`config.mk`:
```
export PLATFORM = sky130hd
export DESIGN_NAME = pwm_capture_freq_duty_top_flat
export DESIGN_NICKNAME = d
export VERILOG_FILES = /design/src/rtl/core/pcfd_pkg.sv /design/src/rtl/core/pcfd_channels.sv /design/src/rtl/core/pcfd_front.sv /design/src/rtl/core/pcfd_queue.sv /design/src/rtl/core/pcfd_div.sv /design/src/rtl/core/pcfd_back.sv /design/src/rtl/core/pwm_capture_freq_duty_top.sv /design/src/flat_wrapper.sv
export SDC_FILE = /design/constraint.sdc
export NUM_CORES = 1
export LEC_CHECK = 0
export BUFFER_PORTS_ARGS = -buffer_cell sky130_fd_sc_hd__buf_2
export CORE_MARGIN = 3
export CORE_UTILIZATION = 60
export DETAILED_ROUTE_END_ITERATION = 6
export MAX_ROUTING_LAYER = met4
export PLACE_DENSITY = 0.82
export SYNTH_ARGS = -nofsm -noshare
export SYNTH_HDL_FRONTEND = slang
export SYNTH_HIERARCHICAL = 1
export SYNTH_SLANG_ARGS = --single-unit
```
`constraint.sdc`:
```
create_clock -name clk -period 10.2 [get_ports clk]
set_clock_uncertainty 0.1 [all_clocks]
set_input_delay 0.51 -clock clk [delete_from_list [all_inputs] [get_ports clk]]
set_output_delay 0.51 -clock clk [all_outputs]
set_load 0.02 [all_outputs]
```
`src/rtl/core/pcfd_pkg.sv`:
```
`default_nettype none

package pcfd_pkg;

  localparam int TIME_W     = 16;
  localparam int FREQ_W     = 24;
  localparam int DUTY_W     = 7;
  localparam int SCALE_W    = 7;
  localparam int DUTY_SCALE = 100;

  localparam logic [FREQ_W-1:0] TICK_RATE_RESET = 24'd1000000;

  localparam logic CMD_ARM     = 1'b0;
  localparam logic CMD_CAPTURE = 1'b1;

  typedef enum logic [1:0] {
    PH_RISE1 = 2'd0,
    PH_FALL  = 2'd1,
    PH_RISE2 = 2'd2,
    PH_IDLE  = 2'd3
  } phase_t;

  typedef enum logic {
    BK_IDLE = 1'b0,
    BK_RUN  = 1'b1
  } back_state_t;

endpackage

`default_nettype wire

```
`src/rtl/core/pcfd_channels.sv`:
```
`default_nettype none

interface pcfd_cap_if import pcfd_pkg::*; ();
  logic              valid;
  logic              ready;
  logic              command;
  logic [TIME_W-1:0] capture_time;
  logic              rising_edge;

  modport source (output valid, command, capture_time, rising_edge, input ready);
  modport sink   (input valid, command, capture_time, rising_edge, output ready);
endinterface

interface pcfd_res_if import pcfd_pkg::*; ();
  logic              valid;
  logic              ready;
  logic [FREQ_W-1:0] frequency;
  logic [DUTY_W-1:0] duty_percent;
  logic              zero_period;

  modport source (output valid, frequency, duty_percent, zero_period, input ready);
  modport sink   (input valid, frequency, duty_percent, zero_period, output ready);
endinterface

`default_nettype wire

```
`src/rtl/core/pcfd_front.sv`:
```
`default_nettype none

module pcfd_front import pcfd_pkg::*; #(
  parameter int CW = 16
) (
  input  wire logic          clk,
  input  wire logic          rst,
  pcfd_cap_if.sink           cap,
  input  wire logic          full,
  output logic               push,
  output logic [CW-1:0]      high_time,
  output logic [CW:0]        period
);

  phase_t          phase, phase_next;
  logic [CW-1:0]   first_rise;
  logic [CW-1:0]   fall;
  logic [CW-1:0]   t;
  logic [CW-1:0]   low_time;
  logic            accept;
  logic            take_rise1;
  logic            take_fall;

  assign cap.ready = !full;
  assign accept    = cap.valid && cap.ready;
  assign t         = CW'(cap.capture_time);

  always_comb begin
    phase_next = phase;
    push       = 1'b0;
    take_rise1 = 1'b0;
    take_fall  = 1'b0;
    if (accept) begin
      if (cap.command == CMD_ARM) begin
        phase_next = PH_RISE1;
      end else begin
        case (phase)
          PH_RISE1: begin
            if (cap.rising_edge) begin
              take_rise1 = 1'b1;
              phase_next = PH_FALL;
            end
          end
          PH_FALL: begin
            if (!cap.rising_edge) begin
              take_fall  = 1'b1;
              phase_next = PH_RISE2;
            end
          end
          PH_RISE2: begin
            if (cap.rising_edge) begin
              push       = 1'b1;
              phase_next = PH_IDLE;
            end
          end
          default: ;
        endcase
      end
    end
  end

  always_ff @(posedge clk) begin
    if (rst) begin
      phase      <= PH_IDLE;
      first_rise <= '0;
      fall       <= '0;
    end else begin
      phase <= phase_next;
      if (take_rise1) begin
        first_rise <= t;
      end
      if (take_fall) begin
        fall <= t;
      end
    end
  end

  // modular differences, period keeps the carry
  assign high_time = fall - first_rise;
  assign low_time  = t - fall;
  assign period    = {1'b0, high_time} + {1'b0, low_time};

endmodule

`default_nettype wire

```
`src/rtl/core/pcfd_queue.sv`:
```
`default_nettype none

module pcfd_queue #(
  parameter int WIDTH = 33,
  parameter int DEPTH = 2
) (
  input  wire logic             clk,
  input  wire logic             rst,
  input  wire logic             push,
  input  wire logic [WIDTH-1:0] din,
  output logic                  full,
  input  wire logic             pop,
  output logic [WIDTH-1:0]      dout,
  output logic                  empty
);

  localparam int AW    = (DEPTH > 1) ? $clog2(DEPTH) : 1;
  localparam int CNT_W = $clog2(DEPTH + 1);

  logic [WIDTH-1:0] mem [DEPTH];
  logic [AW-1:0]    wr_ptr;
  logic [AW-1:0]    rd_ptr;
  logic [CNT_W-1:0] count;
  logic             do_push;
  logic             do_pop;

  assign full    = (count == CNT_W'(DEPTH));
  assign empty   = (count == '0);
  assign do_push = push && !full;
  assign do_pop  = pop && !empty;
  assign dout    = mem[rd_ptr];

  always_ff @(posedge clk) begin
    if (do_push) begin
      mem[wr_ptr] <= din;
    end
  end

  always_ff @(posedge clk) begin
    if (rst) begin
      wr_ptr <= '0;
      rd_ptr <= '0;
      count  <= '0;
    end else begin
      if (do_push) begin
        wr_ptr <= (wr_ptr == AW'(DEPTH - 1)) ? '0 : wr_ptr + 1'b1;
      end
      if (do_pop) begin
        rd_ptr <= (rd_ptr == AW'(DEPTH - 1)) ? '0 : rd_ptr + 1'b1;
      end
      if (do_push && !do_pop) begin
        count <= count + 1'b1;
      end else if (do_pop && !do_push) begin
        count <= count - 1'b1;
      end
    end
  end

endmodule

`default_nettype wire

```
`src/rtl/core/pcfd_div.sv`:
```
`default_nettype none

// restoring divider, one quotient bit per cycle
module pcfd_div #(
  parameter int DD_W = 24,
  parameter int DV_W = 17
) (
  input  wire logic            clk,
  input  wire logic            rst,
  input  wire logic            start,
  input  wire logic [DD_W-1:0] dividend,
  input  wire logic [DV_W-1:0] divisor,
  output logic                 busy,
  output logic [DD_W-1:0]      quotient
);

  localparam int CNT_W = $clog2(DD_W + 1);

  logic [DV_W-1:0]  rem;
  logic [DV_W-1:0]  dvs;
  logic [CNT_W-1:0] cnt;
  logic [DV_W:0]    trial;
  logic [DV_W:0]    diff;
  logic             ge;

  assign trial = {rem, quotient[DD_W-1]};
  assign ge    = (trial >= {1'b0, dvs});
  assign diff  = trial - {1'b0, dvs};

  always_ff @(posedge clk) begin
    if (rst) begin
      busy <= 1'b0;
      cnt  <= '0;
    end else if (start) begin
      busy     <= 1'b1;
      cnt      <= CNT_W'(DD_W);
      quotient <= dividend;
      dvs      <= divisor;
      rem      <= '0;
    end else if (busy) begin
      rem      <= ge ? diff[DV_W-1:0] : trial[DV_W-1:0];
      quotient <= {quotient[DD_W-2:0], ge};
      cnt      <= cnt - 1'b1;
      if (cnt == CNT_W'(1)) begin
        busy <= 1'b0;
      end
    end
  end

endmodule

`default_nettype wire

```
`src/rtl/core/pcfd_back.sv`:
```
`default_nettype none

module pcfd_back import pcfd_pkg::*; #(
  parameter int CW = 16
) (
  input  wire logic              clk,
  input  wire logic              rst,
  input  wire logic              empty,
  output logic                   pop,
  input  wire logic [CW-1:0]     high_time,
  input  wire logic [CW:0]       period,
  input  wire logic [FREQ_W-1:0] tick_rate,
  pcfd_res_if.source             res
);

  localparam int DUTY_DD_W = CW + SCALE_W;
  localparam int DV_W      = CW + 1;

  back_state_t            state, state_next;
  logic                   start;
  logic                   load;
  logic                   zero;
  logic                   busy_f;
  logic                   busy_d;
  logic [FREQ_W-1:0]      quot_f;
  logic [DUTY_DD_W-1:0]   quot_d;
  logic [DUTY_DD_W-1:0]   scaled_high;

  assign scaled_high = DUTY_DD_W'(high_time) * DUTY_DD_W'(DUTY_SCALE);

  pcfd_div #(.DD_W(FREQ_W), .DV_W(DV_W)) u_div_freq (
    .clk      (clk),
    .rst      (rst),
    .start    (start),
    .dividend (tick_rate),
    .divisor  (period),
    .busy     (busy_f),
    .quotient (quot_f)
  );

  pcfd_div #(.DD_W(DUTY_DD_W), .DV_W(DV_W)) u_div_duty (
    .clk      (clk),
    .rst      (rst),
    .start    (start),
    .dividend (scaled_high),
    .divisor  (period),
    .busy     (busy_d),
    .quotient (quot_d)
  );

  always_comb begin
    state_next = state;
    pop        = 1'b0;
    start      = 1'b0;
    load       = 1'b0;
    case (state)
      BK_IDLE: begin
        if (!empty) begin
          pop        = 1'b1;
          start      = 1'b1;
          state_next = BK_RUN;
        end
      end
      BK_RUN: begin
        // wait for both quotients and a free output register
        if (!busy_f && !busy_d && (!res.valid || res.ready)) begin
          load       = 1'b1;
          state_next = BK_IDLE;
        end
      end
      default: state_next = BK_IDLE;
    endcase
  end

  always_ff @(posedge clk) begin
    if (rst) begin
      state <= BK_IDLE;
    end else begin
      state <= state_next;
    end
  end

  always_ff @(posedge clk) begin
    if (start) begin
      zero <= (period == '0);
    end
  end

  always_ff @(posedge clk) begin
    if (rst) begin
      res.valid <= 1'b0;
    end else if (load) begin
      res.valid <= 1'b1;
    end else if (res.ready) begin
      res.valid <= 1'b0;
    end
  end

  always_ff @(posedge clk) begin
    if (load) begin
      res.zero_period  <= zero;
      res.frequency    <= zero ? '0 : quot_f;
      res.duty_percent <= zero ? '0 : quot_d[DUTY_W-1:0];
    end
  end

endmodule

`default_nettype wire

```
`src/rtl/core/pwm_capture_freq_duty_top.sv`:
```
// PWM frequency and duty measurement from input-capture timestamps. Send an arm
// word (command 0), then capture words (command 1) carrying the counter value and
// edge polarity; the block takes a rising, a falling and a second rising edge, ignores
// edges of the wrong polarity, and returns one result word with frequency =
// tick_rate / period and duty_percent = high * 100 / period, then idles until armed
// again. A zero period gives zero_period = 1 and zero results. Capture words are taken
// in a single cycle each while the two-entry queue between the edge sequencer and the
// arithmetic has room. Each completed period is worked by two restoring dividers in
// parallel, one quotient bit per cycle, and the next period leaves the queue only once
// the result is loaded into the output register. tick_rate is written through cfg_we /
// cfg_wdata and resets to 1000000.
`default_nettype none

module pwm_capture_freq_duty_top import pcfd_pkg::*; #(
  parameter int COUNTER_WIDTH = 16
) (
  input  wire logic              clk,
  input  wire logic              rst,
  pcfd_cap_if.sink               capture_ch,
  pcfd_res_if.source             result_ch,
  input  wire logic              cfg_we,
  input  wire logic [FREQ_W-1:0] cfg_wdata
);

  localparam int JOB_W = 2 * COUNTER_WIDTH + 1;

  logic [FREQ_W-1:0]        tick_rate;
  logic                     push;
  logic                     pop;
  logic                     full;
  logic                     empty;
  logic [COUNTER_WIDTH-1:0] front_high;
  logic [COUNTER_WIDTH:0]   front_period;
  logic [JOB_W-1:0]         job_in;
  logic [JOB_W-1:0]         job_out;

  always_ff @(posedge clk) begin
    if (rst) begin
      tick_rate <= TICK_RATE_RESET;
    end else if (cfg_we) begin
      tick_rate <= cfg_wdata;
    end
  end

  pcfd_front #(.CW(COUNTER_WIDTH)) u_front (
    .clk       (clk),
    .rst       (rst),
    .cap       (capture_ch),
    .full      (full),
    .push      (push),
    .high_time (front_high),
    .period    (front_period)
  );

  assign job_in = {front_period, front_high};

  pcfd_queue #(.WIDTH(JOB_W), .DEPTH(2)) u_queue (
    .clk   (clk),
    .rst   (rst),
    .push  (push),
    .din   (job_in),
    .full  (full),
    .pop   (pop),
    .dout  (job_out),
    .empty (empty)
  );

  pcfd_back #(.CW(COUNTER_WIDTH)) u_back (
    .clk       (clk),
    .rst       (rst),
    .empty     (empty),
    .pop       (pop),
    .high_time (job_out[COUNTER_WIDTH-1:0]),
    .period    (job_out[JOB_W-1:COUNTER_WIDTH]),
    .tick_rate (tick_rate),
    .res       (result_ch)
  );

endmodule

`default_nettype wire

```
`src/flat_wrapper.sv`:
```
// flat-port wrapper written by rule: the top's interface ports become plain ports
module pwm_capture_freq_duty_top_flat import pcfd_pkg::*;
#(
  parameter int COUNTER_WIDTH = 16
)
  (clk, rst, cfg_we, cfg_wdata, capture_ch_valid, capture_ch_command, capture_ch_capture_time, capture_ch_rising_edge, capture_ch_ready, result_ch_valid, result_ch_frequency, result_ch_duty_percent, result_ch_zero_period, result_ch_ready);
  pcfd_cap_if capture_ch_i ();
  pcfd_res_if result_ch_i ();
  input  wire logic clk;
  input  wire logic rst;
  input  wire logic cfg_we;
  input  wire logic [FREQ_W-1:0] cfg_wdata;
  input wire logic [$bits(capture_ch_i.valid)-1:0] capture_ch_valid;
  input wire logic [$bits(capture_ch_i.command)-1:0] capture_ch_command;
  input wire logic [$bits(capture_ch_i.capture_time)-1:0] capture_ch_capture_time;
  input wire logic [$bits(capture_ch_i.rising_edge)-1:0] capture_ch_rising_edge;
  output wire logic [$bits(capture_ch_i.ready)-1:0] capture_ch_ready;
  output wire logic [$bits(result_ch_i.valid)-1:0] result_ch_valid;
  output wire logic [$bits(result_ch_i.frequency)-1:0] result_ch_frequency;
  output wire logic [$bits(result_ch_i.duty_percent)-1:0] result_ch_duty_percent;
  output wire logic [$bits(result_ch_i.zero_period)-1:0] result_ch_zero_period;
  input wire logic [$bits(result_ch_i.ready)-1:0] result_ch_ready;
  assign capture_ch_i.valid = capture_ch_valid;
  assign capture_ch_i.command = capture_ch_command;
  assign capture_ch_i.capture_time = capture_ch_capture_time;
  assign capture_ch_i.rising_edge = capture_ch_rising_edge;
  assign capture_ch_ready = capture_ch_i.ready;
  assign result_ch_valid = result_ch_i.valid;
  assign result_ch_frequency = result_ch_i.frequency;
  assign result_ch_duty_percent = result_ch_i.duty_percent;
  assign result_ch_zero_period = result_ch_i.zero_period;
  assign result_ch_i.ready = result_ch_ready;
  pwm_capture_freq_duty_top #(.COUNTER_WIDTH(COUNTER_WIDTH)) u_core (.clk(clk), .rst(rst), .capture_ch(capture_ch_i), .result_ch(result_ch_i), .cfg_we(cfg_we), .cfg_wdata(cfg_wdata));
endmodule
```
; Word-level counts from Yosys, hierarchy flattened
; Memories as Yosys holds them, arrays and structs flattened. A register that Yosys moved wholly into a read port is not among the register bits.
; Cells that the tools add are included.
[word_totals]
mem_bits_rw = 66
register_bits = 207
elab_cells = 128
input_bits = 47
output_inout_bits = 34
mem_count = 1
[mem_list]
columns = name, depth, width, read_ports, rd_ports_with_merged_regs, write_ports, line
row1 = u_core.u_queue.mem, 2, 33, 1, 1, 1, pcfd_queue.sv:20  ; logic [WIDTH-1:0] mem [DEPTH];
[classes]
n_bitwise = 2
mux = 50
reduce_logical = 27
order_cmp = 2
n_eq_ne = 9
n_addsub = 11
multipliers = 1
[ops]
columns = op, count
row1 = 17-bit two-way mux, 4
row2 = 24-bit two-way mux, 2
row3 = 23-bit two-way mux, 2
row4 = 18-bit by 17-bit greater-or-equal comparator with 1-bit output, 2
row5 = 17-bit subtractor, 2
row6 = 16-bit subtractor, 2
row7 = 1-bit two-way mux, 30
row8 = "16-bit by 5-bit multiplier with 21-bit output, second input constant", 1
row9 = 5-bit two-way mux, 4
row10 = 16-bit by 16-bit adder with 17-bit output, 1
row11 = 17-bit zero test, 1
row12 = 2-bit two-way mux, 6
row13 = "5-bit by 1-bit equality test with 1-bit output, second input constant", 2
row14 = "5-bit by 1-bit subtractor with 5-bit output, second input constant", 2
row15 = "3-bit inequality test, second input constant", 3
row16 = 2-bit nonzero test, 4
row17 = 1-bit logical AND, 7
row18 = 1-bit zero test, 7
row19 = 2-bit case mux with 3 select lines, 1
row20 = 2-bit AND reduction, 3
row21 = 5-bit AND reduction, 1
row22 = "2-bit equality test, second input constant", 2
row23 = 2-bit zero test, 2
row24 = "4-bit by 1-bit inequality test with 1-bit output, second input constant", 1
row25 = other kinds (8), 10

; Longest topological paths before layout
; Gate-level depths: netlist of run 1.
[depth]
depth_word = 9
depth_mapped = 18
ltp_nobuf = 18

; Modules after synthesis
; Netlist of run 1, hierarchy kept.
[by_module_without_submodules]
columns = mod, area_per_inst_um2, cells_each, n_inst, seq_area_each_um2
row1 = pcfd_front, 3579.7, 449, 1, 680.7
row2 = pcfd_div at u_core.u_back.u_div_freq, 3562.2, 304, 1, 1861.8
row3 = pcfd_div at u_core.u_back.u_div_duty, 3548.4, 311, 1, 1831.8
row4 = pcfd_back, 2876.5, 257, 1, 1031.0
row5 = pcfd_queue, 2591.2, 128, 1, 2082.0
row6 = pwm_capture_freq_duty_top, 878.3, 77, 1, 480.5

; Worst setup path before layout of run 1
; OpenSTA, ideal clock, no wires.
[synth_path]
path_kind = input to register
start = in capture_ch_capture_time[0]
end = mem u_core.u_queue.mem[0][32], data pin
n_path_buf = 0
path_slack_ps = 6104
required_ps = 9830
arrival_ps = 3726
stages = 15
cell_sequence = inv_1 > ha_1 > fa_1 > nor2b_1 > o31a_1 > a21oi_1 > ha_1 > o21ai_0 > a21oi_1 > o41a_1 > maj3_1 > maj3_1 > a31oi_1 > o21a_1 > o21ai_0
[synth_between]
elab_chain_cells = 2
[synth_lines]
columns = element, line
row1 = start: declaration, flat_wrapper.sv:15  ; input wire logic [$bits(capture_ch_i.capture_time)-1:0] capture_ch_capture_time;
row2 = 16-bit subtractor, pcfd_front.sv:80  ; assign low_time = t - fall;
row3 = 16-bit by 16-bit adder with 17-bit output, pcfd_front.sv:81  ; assign period = {1'b0, high_time} + {1'b0, low_time};
row4 = via u_core.front_period[16], pwm_capture_freq_duty_top.sv:33  ; logic [COUNTER_WIDTH:0] front_period;
row5 = end: declaration, pcfd_queue.sv:20
; The timed path passes the listed nets, and every way through them passes these cells.

; Final worst setup path of run 1
[layout_path]
start = reg u_core.u_front.fall[1]
end = mem u_core.u_queue.mem[0][32], data pin
[layout_between]
elab_chain_cells = 2
elab_cells_between_ends = 3
[layout_lines]
columns = element, line
row1 = start: declaration, pcfd_front.sv:17  ; logic [CW-1:0] fall;
row2 = start signal: assignment, pcfd_front.sv:73  ; fall <= t;
row3 = "16-bit subtractor, on equally long branches", "pcfd_front.sv:79, pcfd_front.sv:80"
row4 = 16-bit by 16-bit adder with 17-bit output *, pcfd_front.sv:81
row5 = via u_core.front_period[16], pwm_capture_freq_duty_top.sv:33
; The timed path passes the listed nets; every way through them passes the cells marked *.

==> results.sh, run 1 <==
export IMPL_status="complete, no violations"
export IMPL_start_kind="flop"
export IMPL_power_density_mw_per_mm2=157.5
export IMPL_grt_remaining_overflow=0
export IMPL_r2r_cells=16
export IMPL_drv_slew=0
export IMPL_initial_core_util_pct=61.15
export IMPL_whs_path_depth=2
export IMPL_pwr_share_clk_pct=41.0
export IMPL_std_cell_rows=61
export IMPL_crit_arrival_ps=4560
export IMPL_swShare_pct=25.39
export IMPL_synth_adder_area_share_pct=12.26
export IMPL_vias_per_cell=5.760
export IMPL_grt_max_degree=82
export IMPL_hold_violations=0
export IMPL_grt_pass1_vias=11460
export IMPL_antenna_found_initial=1
export IMPL_power_leakage_nw=7.579
export IMPL_rsz0062_at_grt="no"
export IMPL_synth_area_mm2=0.01704
export IMPL_cts_root_buf="clkbuf_16"
export IMPL_drc_errors=0
export IMPL_final_util_pct=67.82
export IMPL_fin_area_mm2=0.01889
export IMPL_routabilityCongestion=0.8561
export IMPL_drtPass1Iterations=6
export IMPL_critPathBufInv=1
export IMPL_slew_headroom_pct=24.35
export IMPL_yosysUniqueCellTypes=87
export IMPL_ys_async_sr_fraction_pct=0
export IMPL_cts_buffers=34
export IMPL_path_cells="inv_1, ha_1, nor2b_1, o31a_1, o21ai_0, nor2b_1, xnor2_1, ha_1, o21ai_0, a21oi_1, o41a_1, maj3_1, maj3_1, a31oi_1, o21a_1, o21ai_0"
export IMPL_io_pins=81
export IMPL_cts_max_level=2
export IMPL_seq_area_frac_synth_pct=46.77
export IMPL_drt_iter0_markers=830
export IMPL_drv_cap=0
export IMPL_fp_dieH_um=174.5
export IMPL_p_sw_w=0.0007554
export IMPL_clk_pin_slew_worst_paths_ps=60
export IMPL_fin_cells=2009
export IMPL_dp_cells=1946
export IMPL_cts_sinks=291
export IMPL_yosys_area_top_type="edfxtp_1"
export IMPL_final_setup_tns_ps=0
export IMPL_yosys_area_share_simple_pct=10.39
export IMPL_path_common_cell="o21ai_0"
export IMPL_cp_slowest_stage_delay_ps=460
export IMPL_synthCells=1526
export IMPL_wl_per_cell_um=16.67
export IMPL_final_common_cell="edfxtp_1"
export IMPL_fmax_ghz=0.2266
export IMPL_coreArea_mm2=0.02786
export IMPL_cts_tree="done"
export IMPL_r2r_end="u_core/u_queue/mem[0][32]$_DFFE_PP_"
export IMPL_setup_viol=0
export IMPL_yosys_register_bits=291
export IMPL_portBuffers=80
export IMPL_cp_required_ps=10350
export IMPL_period_share_pct=43.28
export IMPL_grt_pass1_wl_um=55030
export IMPL_r2r_start="u_core/u_front/fall[1]$_SDFFE_PP0P_"
export IMPL_cpLargestDelayFamily="compound AO/OA/AOI/OAI gates"
export IMPL_track_usage_pct=22.31
export IMPL_cp_max_fo=5
export IMPL_criticalPathCategory="flop to flop"
export IMPL_nNetsFinal=1806
export IMPL_synth_edf_count=214
export IMPL_nFillCells=2004
export IMPL_yosysTopAreaCellShare_pct=37.72
export IMPL_worstHoldPathType="input pin to flop"
export IMPL_fin_crit_ps=4414
export IMPL_synthMuxAreaShare_pct=9.114
export IMPL_postCtsSetupBuffers=0
export IMPL_power_frac_seq_pct=45.0
export IMPL_cts_hold_buf=0
export IMPL_intPower_w=0.002220
export IMPL_hold_start="cfg_wdata[17]"
export IMPL_whs_ps=95.76
export IMPL_peakVddDrop_uv=147.8
export IMPL_clock_path_buffers=3
export IMPL_synth_top_family_by_area="compound AO/OA/AOI/OAI gates"
export IMPL_vias=11570
export IMPL_dieArea_mm2=0.03045
export IMPL_synthFlopType="edfxtp_1"
export IMPL_yosys_top_cells_area="edfxtp_1, ha_1, dfxtp_1"
export IMPL_area_delta_synth_final_pct=10.89
export IMPL_fp_dieW_um=174.5
export IMPL_placed_area_mm2=0.01775
export IMPL_mostFrequentLayoutCells="edfxtp_1, nor2_1, ha_1"
export IMPL_synth_xor_area_share_pct=4.473
export IMPL_insertion_delay_ps=520
export IMPL_tightest_slew_ps=1135
export IMPL_post_cts_resized=0
export IMPL_wl_um=33480
export IMPL_ys_warn_count=6
export IMPL_slowest_stage="dfxtp_1"
export IMPL_dpl_hpwl_um=23620
export IMPL_p_comb_share_pct=14.0
export IMPL_synth_compound_area_share_pct=12.53
export IMPL_rrSetupSlack_ps=5790
export IMPL_synth_avg_cell_area_um2=11.16
export IMPL_cp_end_kind="flop"
export IMPL_min_to="u_core/tick_rate[17]$_SDFFE_PP1P_"
export IMPL_drtAntennaViolNets=0
export IMPL_drive_above_1_share_pct=16.32
==> power groups by stage <==
stage	registers (W)	clock network (W)	logic, W
after floorplan	0.00136	0	0.000314
after global placement	0.00136	0	0.000393
after detailed placement	0.00136	0	0.000409
after CTS	0.00134	0.00125	0.000413
after global routing	0.00134	0.00129	0.000462
final	0.00134	0.00122	0.000416
==> registers in the layout, indices dropped and copies added (netlist names), 2 cells and up, named ones only <==
name                               count
u_core/u_back/u_div_freq/rem          17
u_core/u_back/u_div_duty/dvs          17
u_core/u_back/u_div_freq/cnt           5
u_core/u_front/fall                   16
u_core/u_front/first_rise             16
u_core/u_front/phase                   2
u_core/u_back/u_div_freq/dvs          17
u_core/tick_rate                      24
u_core/u_back/u_div_duty/cnt           5
u_core/u_back/res.duty_percent         7
u_core/u_back/res.frequency           24
u_core/u_queue/count                   2
u_core/u_back/u_div_freq/quotient     24
u_core/u_queue/mem                    66
u_core/u_back/u_div_duty/quotient     23
u_core/u_back/u_div_duty/rem          17
==> worst max path at each step <==
stage / from / end / slack (ps) / cells after the start
2_1_floorplan: capture_ch_capture_time[0] / u_core/u_queue/mem[0][32]$_DFFE_PP_ / 6100 / 15
3_3_place_gp: capture_ch_capture_time[0] / u_core/u_queue/mem[0][32]$_DFFE_PP_ / 5770 / 16
4_1_cts: u_core/u_front/fall[1]$_SDFFE_PP0P_ / u_core/u_queue/mem[1][32]$_DFFE_PP_ / 5800 / 16
5_1_grt: u_core/u_front/fall[0]$_SDFFE_PP0P_ / u_core/u_queue/mem[0][32]$_DFFE_PP_ / 5560 / 17
6_report: u_core/u_front/fall[1]$_SDFFE_PP0P_ / u_core/u_queue/mem[0][32]$_DFFE_PP_ / 5790 / 16
3_5_place_dp: capture_ch_capture_time[0] / u_core/u_queue/mem[0][32]$_DFFE_PP_ / 5630 / 16
==> layer usage <==
layer  up-vias  track usage [%]  share of wire (%)
li1       5697                -                  -
met1      5515            29.59                 47
met2       301            36.14                 46
met3        58            3.408                4.7
met4         0            6.117                2.0
met5         -                -                  0
==> cell families (layout without fill, tap and decap cells) <==
family                     after synthesis  in the layout
DFF                                    291            291
AOI/OAI and AO/OA                      304            304
buffers and inverters                  178            281
and+or+nand+nor                        362            362
other                                    1              3
adders and majority gates              158            158
muxes                                  145            145
xor gates and xnor gates                87             87
==> final cells by class <==
cell class | count | area, um2 | area share [%]
Multi-Input combinational cell | 1058 | 8347 | 44.18
Sequential cell | 291 | 7968 | 42.17
Clock buffer | 41 | 907.1 | 4.802
Inverter | 129 | 484.2 | 2.563
Timing Repair Buffer | 90 | 475.5 | 2.517
Tap cell | 378 | 473.0 | 2.503
Clock inverter | 21 | 235.2 | 1.245
Antenna cell | 1 | 2.502 | 0.01325
==> per-stage QoR <==
step	setup WS, ps	total power, W
3_3_place_gp	5771	0.001756
2_1_floorplan	6104	0.001679
5_1_grt	5556	0.003091
4_1_cts	5799	0.002998
3_5_place_dp	5627	0.001773
6_report	5786	0.002975
==> synth_stat cells, types with 4 or more instances <==
master	number
xnor2_1	55
o31a_1	5
o21a_1	22
a211oi_1	17
buf_6	6
nor2_1	152
a211o_1	11
o211ai_1	7
nor3_1	19
a31oi_1	12
a2111oi_0	8
edfxtp_1	214
and2_1	8
nand3_1	15
fa_1	16
and3_1	4
xor2_1	32
inv_1	129
a211oi_2	6
o221ai_1	4
clkbuf_1	25
nand2_1	56
ha_1	139
nand2b_1	4
mux2i_1	64
a21oi_1	82
buf_1	4
dfxtp_1	77
mux2_2	81
nor4_1	4
o31ai_1	4
buf_2	10
o211a_1	4
a21o_1	25
nor2b_1	50
o21ai_0	53
nand4_1	12
or3_1	11
Note: power is estimated with default switching activity, not from simulation.
==> run 2: changes to the inputs <==
ABC_AREA = 1   (was unset)
clock period = 4.2 ns   (was 10.2 ns; I/O delays follow)
==> run 2 against run 1 <==
  * Critical path type unchanged
  * Highest routed layer unchanged
  * Die area increased by 11%
  * Sequential power is 150% higher
  * Via count is 34% higher
  * Final cell count grew 45%
==> results.sh, run 2 <==
export IMPL_status="complete, no violations"
export IMPL_mostFrequentLayoutCells="nand2_1, inv_1, edfxtp_1"
export IMPL_portBuffers=80
export IMPL_synth_edf_count=214
export IMPL_ys_top_cells_by_count="nand2_1, inv_1, edfxtp_1, nor2_1, ha_1"
export IMPL_nNetsFinal=2688
export IMPL_drive_above_1_share_pct=12.39
export IMPL_dp_cells=2806
export IMPL_ys_warn_count=6
export IMPL_start_kind="flop"
export IMPL_rsz0062_at_grt="no"
export IMPL_grt_pass1_vias=15220
export IMPL_fin_cells=2907
export IMPL_fin_crit_ps=3786
export IMPL_synthCells=2360
export IMPL_path_common_cell="nand2_1"
export IMPL_coreArea_mm2=0.03083
export IMPL_wl_um=43960
export IMPL_drt_iter0_markers=1319
export IMPL_antennaDiodeCount=0
export IMPL_seq_area_frac_synth_pct=42.17
export IMPL_ys_async_sr_fraction_pct=0
export IMPL_grt_pass1_wl_um=72600
export IMPL_clock_path_buffers=3
export IMPL_worstHoldPathType="input pin to flop"
export IMPL_final_common_cell="nand2_1"
export IMPL_slowest_stage="dfxtp_2"
export IMPL_io_pins=81
export IMPL_dieArea_mm2=0.03366
export IMPL_setup_viol=0
export IMPL_cts_buffers=31
export IMPL_insertion_delay_ps=570
export IMPL_vias_per_cell=5.333
export IMPL_drtPass1Iterations=6
export IMPL_yosysTopAreaCellShare_pct=34.01
export IMPL_final_setup_tns_ps=0
export IMPL_cp_required_ps=4420
export IMPL_vias=15500
export IMPL_drv_cap=0
export IMPL_regMostFlops="u_core/u_queue/mem"
export IMPL_peakVddDrop_uv=355.6
export IMPL_fp_dieW_um=183.5
export IMPL_drc_errors=0
export IMPL_cts_sinks=291
export IMPL_grt_max_degree=57
export IMPL_yosys_register_bits=291
export IMPL_yosysUniqueCellTypes=54
export IMPL_wl_per_cell_um=15.12
export IMPL_fp_dieH_um=183.5
export IMPL_synth_most_common_cell="nand2_1"
export IMPL_track_usage_pct=26.93
export IMPL_tightest_slew_ps=923.7
export IMPL_largest_register_ffs=66
export IMPL_std_cell_rows=64
export IMPL_postCtsSetupBuffers=0
export IMPL_cp_max_fo=18
export IMPL_hold_violations=0
export IMPL_synthFlopType="edfxtp_1"
export IMPL_cp_slowest_stage_delay_ps=630
export IMPL_period_share_pct=90.13
export IMPL_power_density_mw_per_mm2=361.5
export IMPL_cts_max_level=1
export IMPL_synth_area_mm2=0.01890
export IMPL_slew_headroom_pct=38.33
export IMPL_fmax_ghz=0.2642
export IMPL_cts_root_buf="clkbuf_16"
export IMPL_crit_arrival_ps=4000
export IMPL_area_delta_synth_final_pct=11.59
export IMPL_dpl_hpwl_um=31520
export IMPL_cts_tree="done"
export IMPL_clk_pin_slew_worst_paths_ps=60
export IMPL_cp_end_kind="flop"
export IMPL_drtAntennaViolNets=0
export IMPL_drv_slew=0
export IMPL_routabilityCongestion=1.001
export IMPL_criticalPathCategory="flop to flop"
export IMPL_grt_remaining_overflow=0
export IMPL_antenna_found_initial=0
export IMPL_whs_ps=55.82
export IMPL_yosys_area_top_type="edfxtp_1"
export IMPL_path_cells="buf_4, mux2_4, ha_1, ha_1, ha_1, fa_1, nand2_1, nand2_1, nand3b_1, nand2_2, nand2_1, nand2_1, nand2_1, nand2_1, nand2_1, nand2_1"
export IMPL_initial_core_util_pct=61.29
export IMPL_synth_avg_cell_area_um2=8.007
export IMPL_yosys_top_cells_area="edfxtp_1, nand2_1, ha_1"
export IMPL_power_leakage_nw=10.57
## run 2: worst paths after layout
check                                                               start                                         endpoint  slack [ps]  cells after the start
worst max register to register                                       flop  u_core/u_back/u_div_duty/quotient[16]$_DFFE_PP_         410                     16
worst min-delay path                                     capture_ch_valid             u_core/u_front/phase[0]$_SDFFE_PP1P_          60                      4
worst max-delay path                                                 flop  u_core/u_back/u_div_duty/quotient[16]$_DFFE_PP_         410                     16
worst min register to register  u_core/u_front/first_rise[8]$_SDFFE_PP0P_        u_core/u_front/first_rise[8]$_SDFFE_PP0P_         360                      2
## run 2: cells by family after synthesis
group	share of synthesized area, %
AND/OR/NAND/NOR	27.21
buffers and inverters	10.37
flip-flops	42.17
adder cells (fa/ha/maj)	10.90
AO/OA/AOI/OAI	4.456
XOR/XNOR	2.318
multiplexers	2.563
other	0.01985
## run 2: timing repair
item / 4_1_cts / 5_1_grt
gates resized for setup: 0 / 0
hold endpoints to repair: 62 / 0
hold buffers: 43 / 0
## run 2: final cells by class
class / count / area [um2]
Fill cell: 2359 / 9744
Multi-Input combinational cell: 1592 / 9004
Sequential cell: 291 / 7969
Inverter: 435 / 1633
Timing Repair Buffer: 135 / 920.9
Clock buffer: 37 / 808.3
Tap cell: 396 / 495.5
Clock inverter: 21 / 255.2
## run 2: critical path: cells and delay by family, from the launching register on
family / cells / cell delay (ps)
muxes: 1 / 350
and+or+nand+nor: 10 / 720
adders and majority gates: 4 / 1300
buffers and inverters: 1 / 420
DFF: 1 / 630
## run 2: layer usage
| metal | up-vias | global-route usage [%] | wire [um] |
|---|---|---|---|
| met5 | - | - | 0 |
| met3 | 118 | 2.651 | 2367 |
| li1 | 7692 | - | - |
| met2 | 530 | 45.63 | 21420 |
| met1 | 7162 | 34.24 | 18710 |
| met4 | 0 | 8.867 | 1467 |
## run 2: report_power, final
group	total [W]	internal, W	switching, W	leakage [nW]
clock network	0.00283	0.00169	0.00114	0.514
registers	0.00331	0.00326	0.0000495	2.57
logic	0.00149	0.000513	0.000975	7.49
total	0.00762	0.00546	0.00217	10.6
## run 2: stage by stage
stage / setup slack (ps) / total power (W) / util [%] / area (um2)
after detailed placement: 420.0 / 0.004784 / 63.55 / 19590
after CTS: 398.9 / 0.007635 / 68.39 / 21090
after floorplan: 252.4 / 0.004433 / - / 18900
after global routing: 192.1 / 0.007983 / 68.39 / 21090
after global placement: 527.6 / 0.004723 / 63.55 / 19590
final: 414.4 / 0.007623 / 68.39 / 21090
==> run 3: changes to the inputs <==
CELL_PAD_IN_SITES_DETAIL_PLACEMENT = 0   (was unset)
CELL_PAD_IN_SITES_GLOBAL_PLACEMENT = 1   (was unset)
CORE_UTILIZATION = 48   (was 60)
PLACE_DENSITY = 0.85   (was 0.82)
SYNTH_HIERARCHICAL = unset   (was 1)
==> run 3 against run 2 <==
  * Sequential power up 34%
  * Design area down 11%
  * Global-route usage down 6.9 points
  * Power up 100%
  * Critical path depth down 1
  * Wire length down 19%
  * Sequential share of layout area up 1.8 points
  * Clock power about the same
  * Maximum frequency down 4.4%
  * First-iteration DRC count down 59%
  * Critical endpoint is now u_core.u_back.u_div_duty.quotient[18]$_DFFE_PP_
  * Largest cell class unchanged
==> results.sh, run 3 <==
export IMPL_synth_avg_cell_area_um2=8.772
export IMPL_grt_pass1_wl_um=58370
export IMPL_fp_dieH_um=190.8
export IMPL_criticalPathCategory="flop to flop"
export IMPL_antenna_found_initial=0
export IMPL_initial_core_util_pct=48.77
export IMPL_grt_max_degree=70
export IMPL_final_util_pct=56.08
export IMPL_mostFrequentLayoutCells="nand2_1, inv_1, edfxtp_1"
export IMPL_final_common_cell="nand2_1"
export IMPL_yosysUniqueCellTypes=49
export IMPL_drc_errors=0
export IMPL_placed_area_mm2=0.01727
export IMPL_drtAntennaViolNets=0
export IMPL_start_kind="flop"
export IMPL_place_ws_ps=162.1
export IMPL_slowest_stage="fa_1"
export IMPL_cp_end_kind="flop"
export IMPL_power_density_mw_per_mm2=810.7
export IMPL_dpl_hpwl_um=26100
export IMPL_critPathBufInv=2
export IMPL_synth_xor_area_share_pct=3.900
export IMPL_slew_headroom_pct=26.54
export IMPL_nFillCells=2948
export IMPL_cpLargestDelayFamily="adder cells"
export IMPL_drive_above_1_share_pct=11.12
export IMPL_drv_slew=0
export IMPL_r2r_end="u_core.u_back.u_div_duty.quotient[18]$_DFFE_PP_"
export IMPL_fin_crit_ps=3959
export IMPL_cts_max_level=1
export IMPL_area_delta_synth_final_pct=14.98
export IMPL_cp_slowest_stage_delay_ps=500
export IMPL_rrSetupSlack_ps=240
export IMPL_power_leakage_nw=8.616
export IMPL_yosys_register_bits=274
export IMPL_yosys_area_share_simple_pct=18.08
export IMPL_synthFlopType="edfxtp_1"
export IMPL_seq_area_frac_synth_pct=45.48
export IMPL_whs_path_depth=3
export IMPL_ys_async_sr_fraction_pct=0
export IMPL_synth_adder_area_share_pct=12.48
export IMPL_portBuffers=80
export IMPL_fmax_ghz=0.2526
export IMPL_yosysTopAreaCellShare_pct=36.08
export IMPL_cp_max_fo=9
export IMPL_grt_pass1_vias=12010
export IMPL_regMostFlops="u_core.u_queue.mem"
export IMPL_path_cells="mux2_2, ha_1, ha_1, inv_1, fa_1, inv_1, ha_1, nand2_1, nand3_1, a21oi_1, o21ai_1, a21boi_0, o21ai_1, xnor2_1, o21ai_1"
export IMPL_cp_required_ps=4400
export IMPL_wl_per_cell_um=14.42
export IMPL_clock_path_buffers=3
export IMPL_yosys_area_top_type="edfxtp_1"
export IMPL_postCtsSetupBuffers=0
export IMPL_synthCells=1869
export IMPL_synthMuxAreaShare_pct=1.572
export IMPL_rsz0062_at_grt="no"
export IMPL_synth_most_common_cell="nand2_1"
export IMPL_fp_dieW_um=190.8
export IMPL_cts_tree="done"
export IMPL_vias_per_cell=5.021
export IMPL_synth_top_family_by_area="simple AND/OR/NAND/NOR gates"
export IMPL_tightest_slew_ps=1102
export IMPL_coreArea_mm2=0.03362
export IMPL_largest_register_ffs=66
export IMPL_peakVddDrop_uv=422.6
export IMPL_wl_um=35630
export IMPL_status="complete, no violations"
export IMPL_min_to="u_core.tick_rate[9]$_SDFFE_PP1P_"
export IMPL_insertion_delay_ps=590
export IMPL_ys_top_cells_by_count="nand2_1, inv_1, edfxtp_1, nor2_1, ha_1"
export IMPL_antennaDiodeCount=0
export IMPL_grt_remaining_overflow=0
export IMPL_drv_cap=0
export IMPL_dieArea_mm2=0.03641
export IMPL_cts_buffers=31
export IMPL_vias=12410
export IMPL_r2r_cells=15
export IMPL_cts_sinks=274
export IMPL_setup_slack_ps=240.7
export IMPL_crit_arrival_ps=4160
export IMPL_hold_violations=0
export IMPL_clk_pin_slew_worst_paths_ps=60
export IMPL_period_share_pct=94.27
export IMPL_synth_area_mm2=0.01640
export IMPL_routabilityCongestion=0.8945
export IMPL_setup_viol=0
export IMPL_yosys_top_cells_area="edfxtp_1, ha_1, dfxtp_1"
export IMPL_hold_start="cfg_we"
export IMPL_synth_nets=2070
export IMPL_std_cell_rows=67
export IMPL_drt_iter0_markers=538
export IMPL_synth_edf_count=197
export IMPL_drtPass1Iterations=5
export IMPL_cts_root_buf="clkbuf_16"
export IMPL_nNetsFinal=2200
export IMPL_ys_warn_count=0
export IMPL_final_setup_tns_ps=0
export IMPL_fin_area_mm2=0.01885
export IMPL_track_usage_pct=20.06
export IMPL_worstHoldPathType="input pin to flop"
export IMPL_synth_compound_area_share_pct=10.62
export IMPL_io_pins=81
export IMPL_whs_ps=28.36
==> run 3: cell count changes in the layout (fill, tap and decap cells not counted), moves of 26 or more <==
cell     delta
nand2_1   -359
inv_1     -131
o21ai_0    +78
nand3_1    -60
a21oi_1    +40
mux2_4     -30
nor2_2     -26
o21ai_1    +26
==> run 3: per-stage QoR <==
stage	std cells	power (W)
2_1_floorplan	1869	0.01066
3_3_place_gp	2364	0.01222
3_5_place_dp	2364	0.01242
4_1_cts	2471	0.01537
5_1_grt	2471	0.01669
6_report	2471	0.01528
==> run 3: tightest hold or removal path, stage by stage <==
cell,delay (ps)
buf_2,240
nand2_1,120
nand3_1,70
==> run 3: routing by layer <==
| layer | up-vias | track usage [%] | share of wire, % |
|---|---|---|---|
| met2 | 214 | 33.63 | 48 |
| met1 | 5693 | 25.84 | 46 |
| met3 | 62 | 2.426 | 3.4 |
| met5 | - | - | 0 |
| li1 | 6438 | - | - |
| met4 | 0 | 5.560 | 2.9 |
==> run 3: worst max path at each step <==
| stage | endpoint | slack [ps] | cells past startpoint |
|---|---|---|---|
| finish | u_core.u_back.u_div_duty.quotient[18]$_DFFE_PP_ | 240 | 15 |
| global route | u_core.u_back.u_div_duty.quotient[19]$_DFFE_PP_ | 4 | 15 |
| CTS | u_core.u_back.u_div_duty.quotient[18]$_DFFE_PP_ | 140 | 16 |
| detailed placement | u_core.u_back.u_div_duty.quotient[18]$_DFFE_PP_ | 160 | 16 |
| global placement | u_core.u_back.u_div_duty.quotient[18]$_DFFE_PP_ | 240 | 15 |
| floorplan | u_core.u_back.u_div_duty.quotient[18]$_DFFE_PP_ | 10 | 17 |
==> run 3: power breakdown <==
group	internal (W)	switching [W]
combinational	0.00303	0.00499
sequential	0.00409	0.000338
clock	0.00168	0.00116
==> run 3: cells by family after synthesis <==
| logic type | count (synthesis) |
|---|---|
| muxes | 24 |
| xor gates and xnor gates | 73 |
| DFF | 274 |
| and+or+nand+nor | 692 |
| adders and majority gates | 154 |
| AOI/OAI and AO/OA | 320 |
| buffers and inverters | 332 |
==> run 3: cell type report <==
type	count	area (um2)	area share (%)
clock inverters	17	239.0	1.268
well taps	448	560.5	2.973
inverters	286	1074	5.695
clock buffers	40	839.6	4.453
repair buffers	143	998.5	5.296
multi-input cells	1263	7682	40.75
flip-flops and latches	274	7458	39.56
==> run 3: what timing repair did <==
item                       4_1_cts  5_1_grt
setup endpoints to repair        0        8
hold buffers                    50        0
gates resized for setup          0        6
hold endpoints to repair        65        0
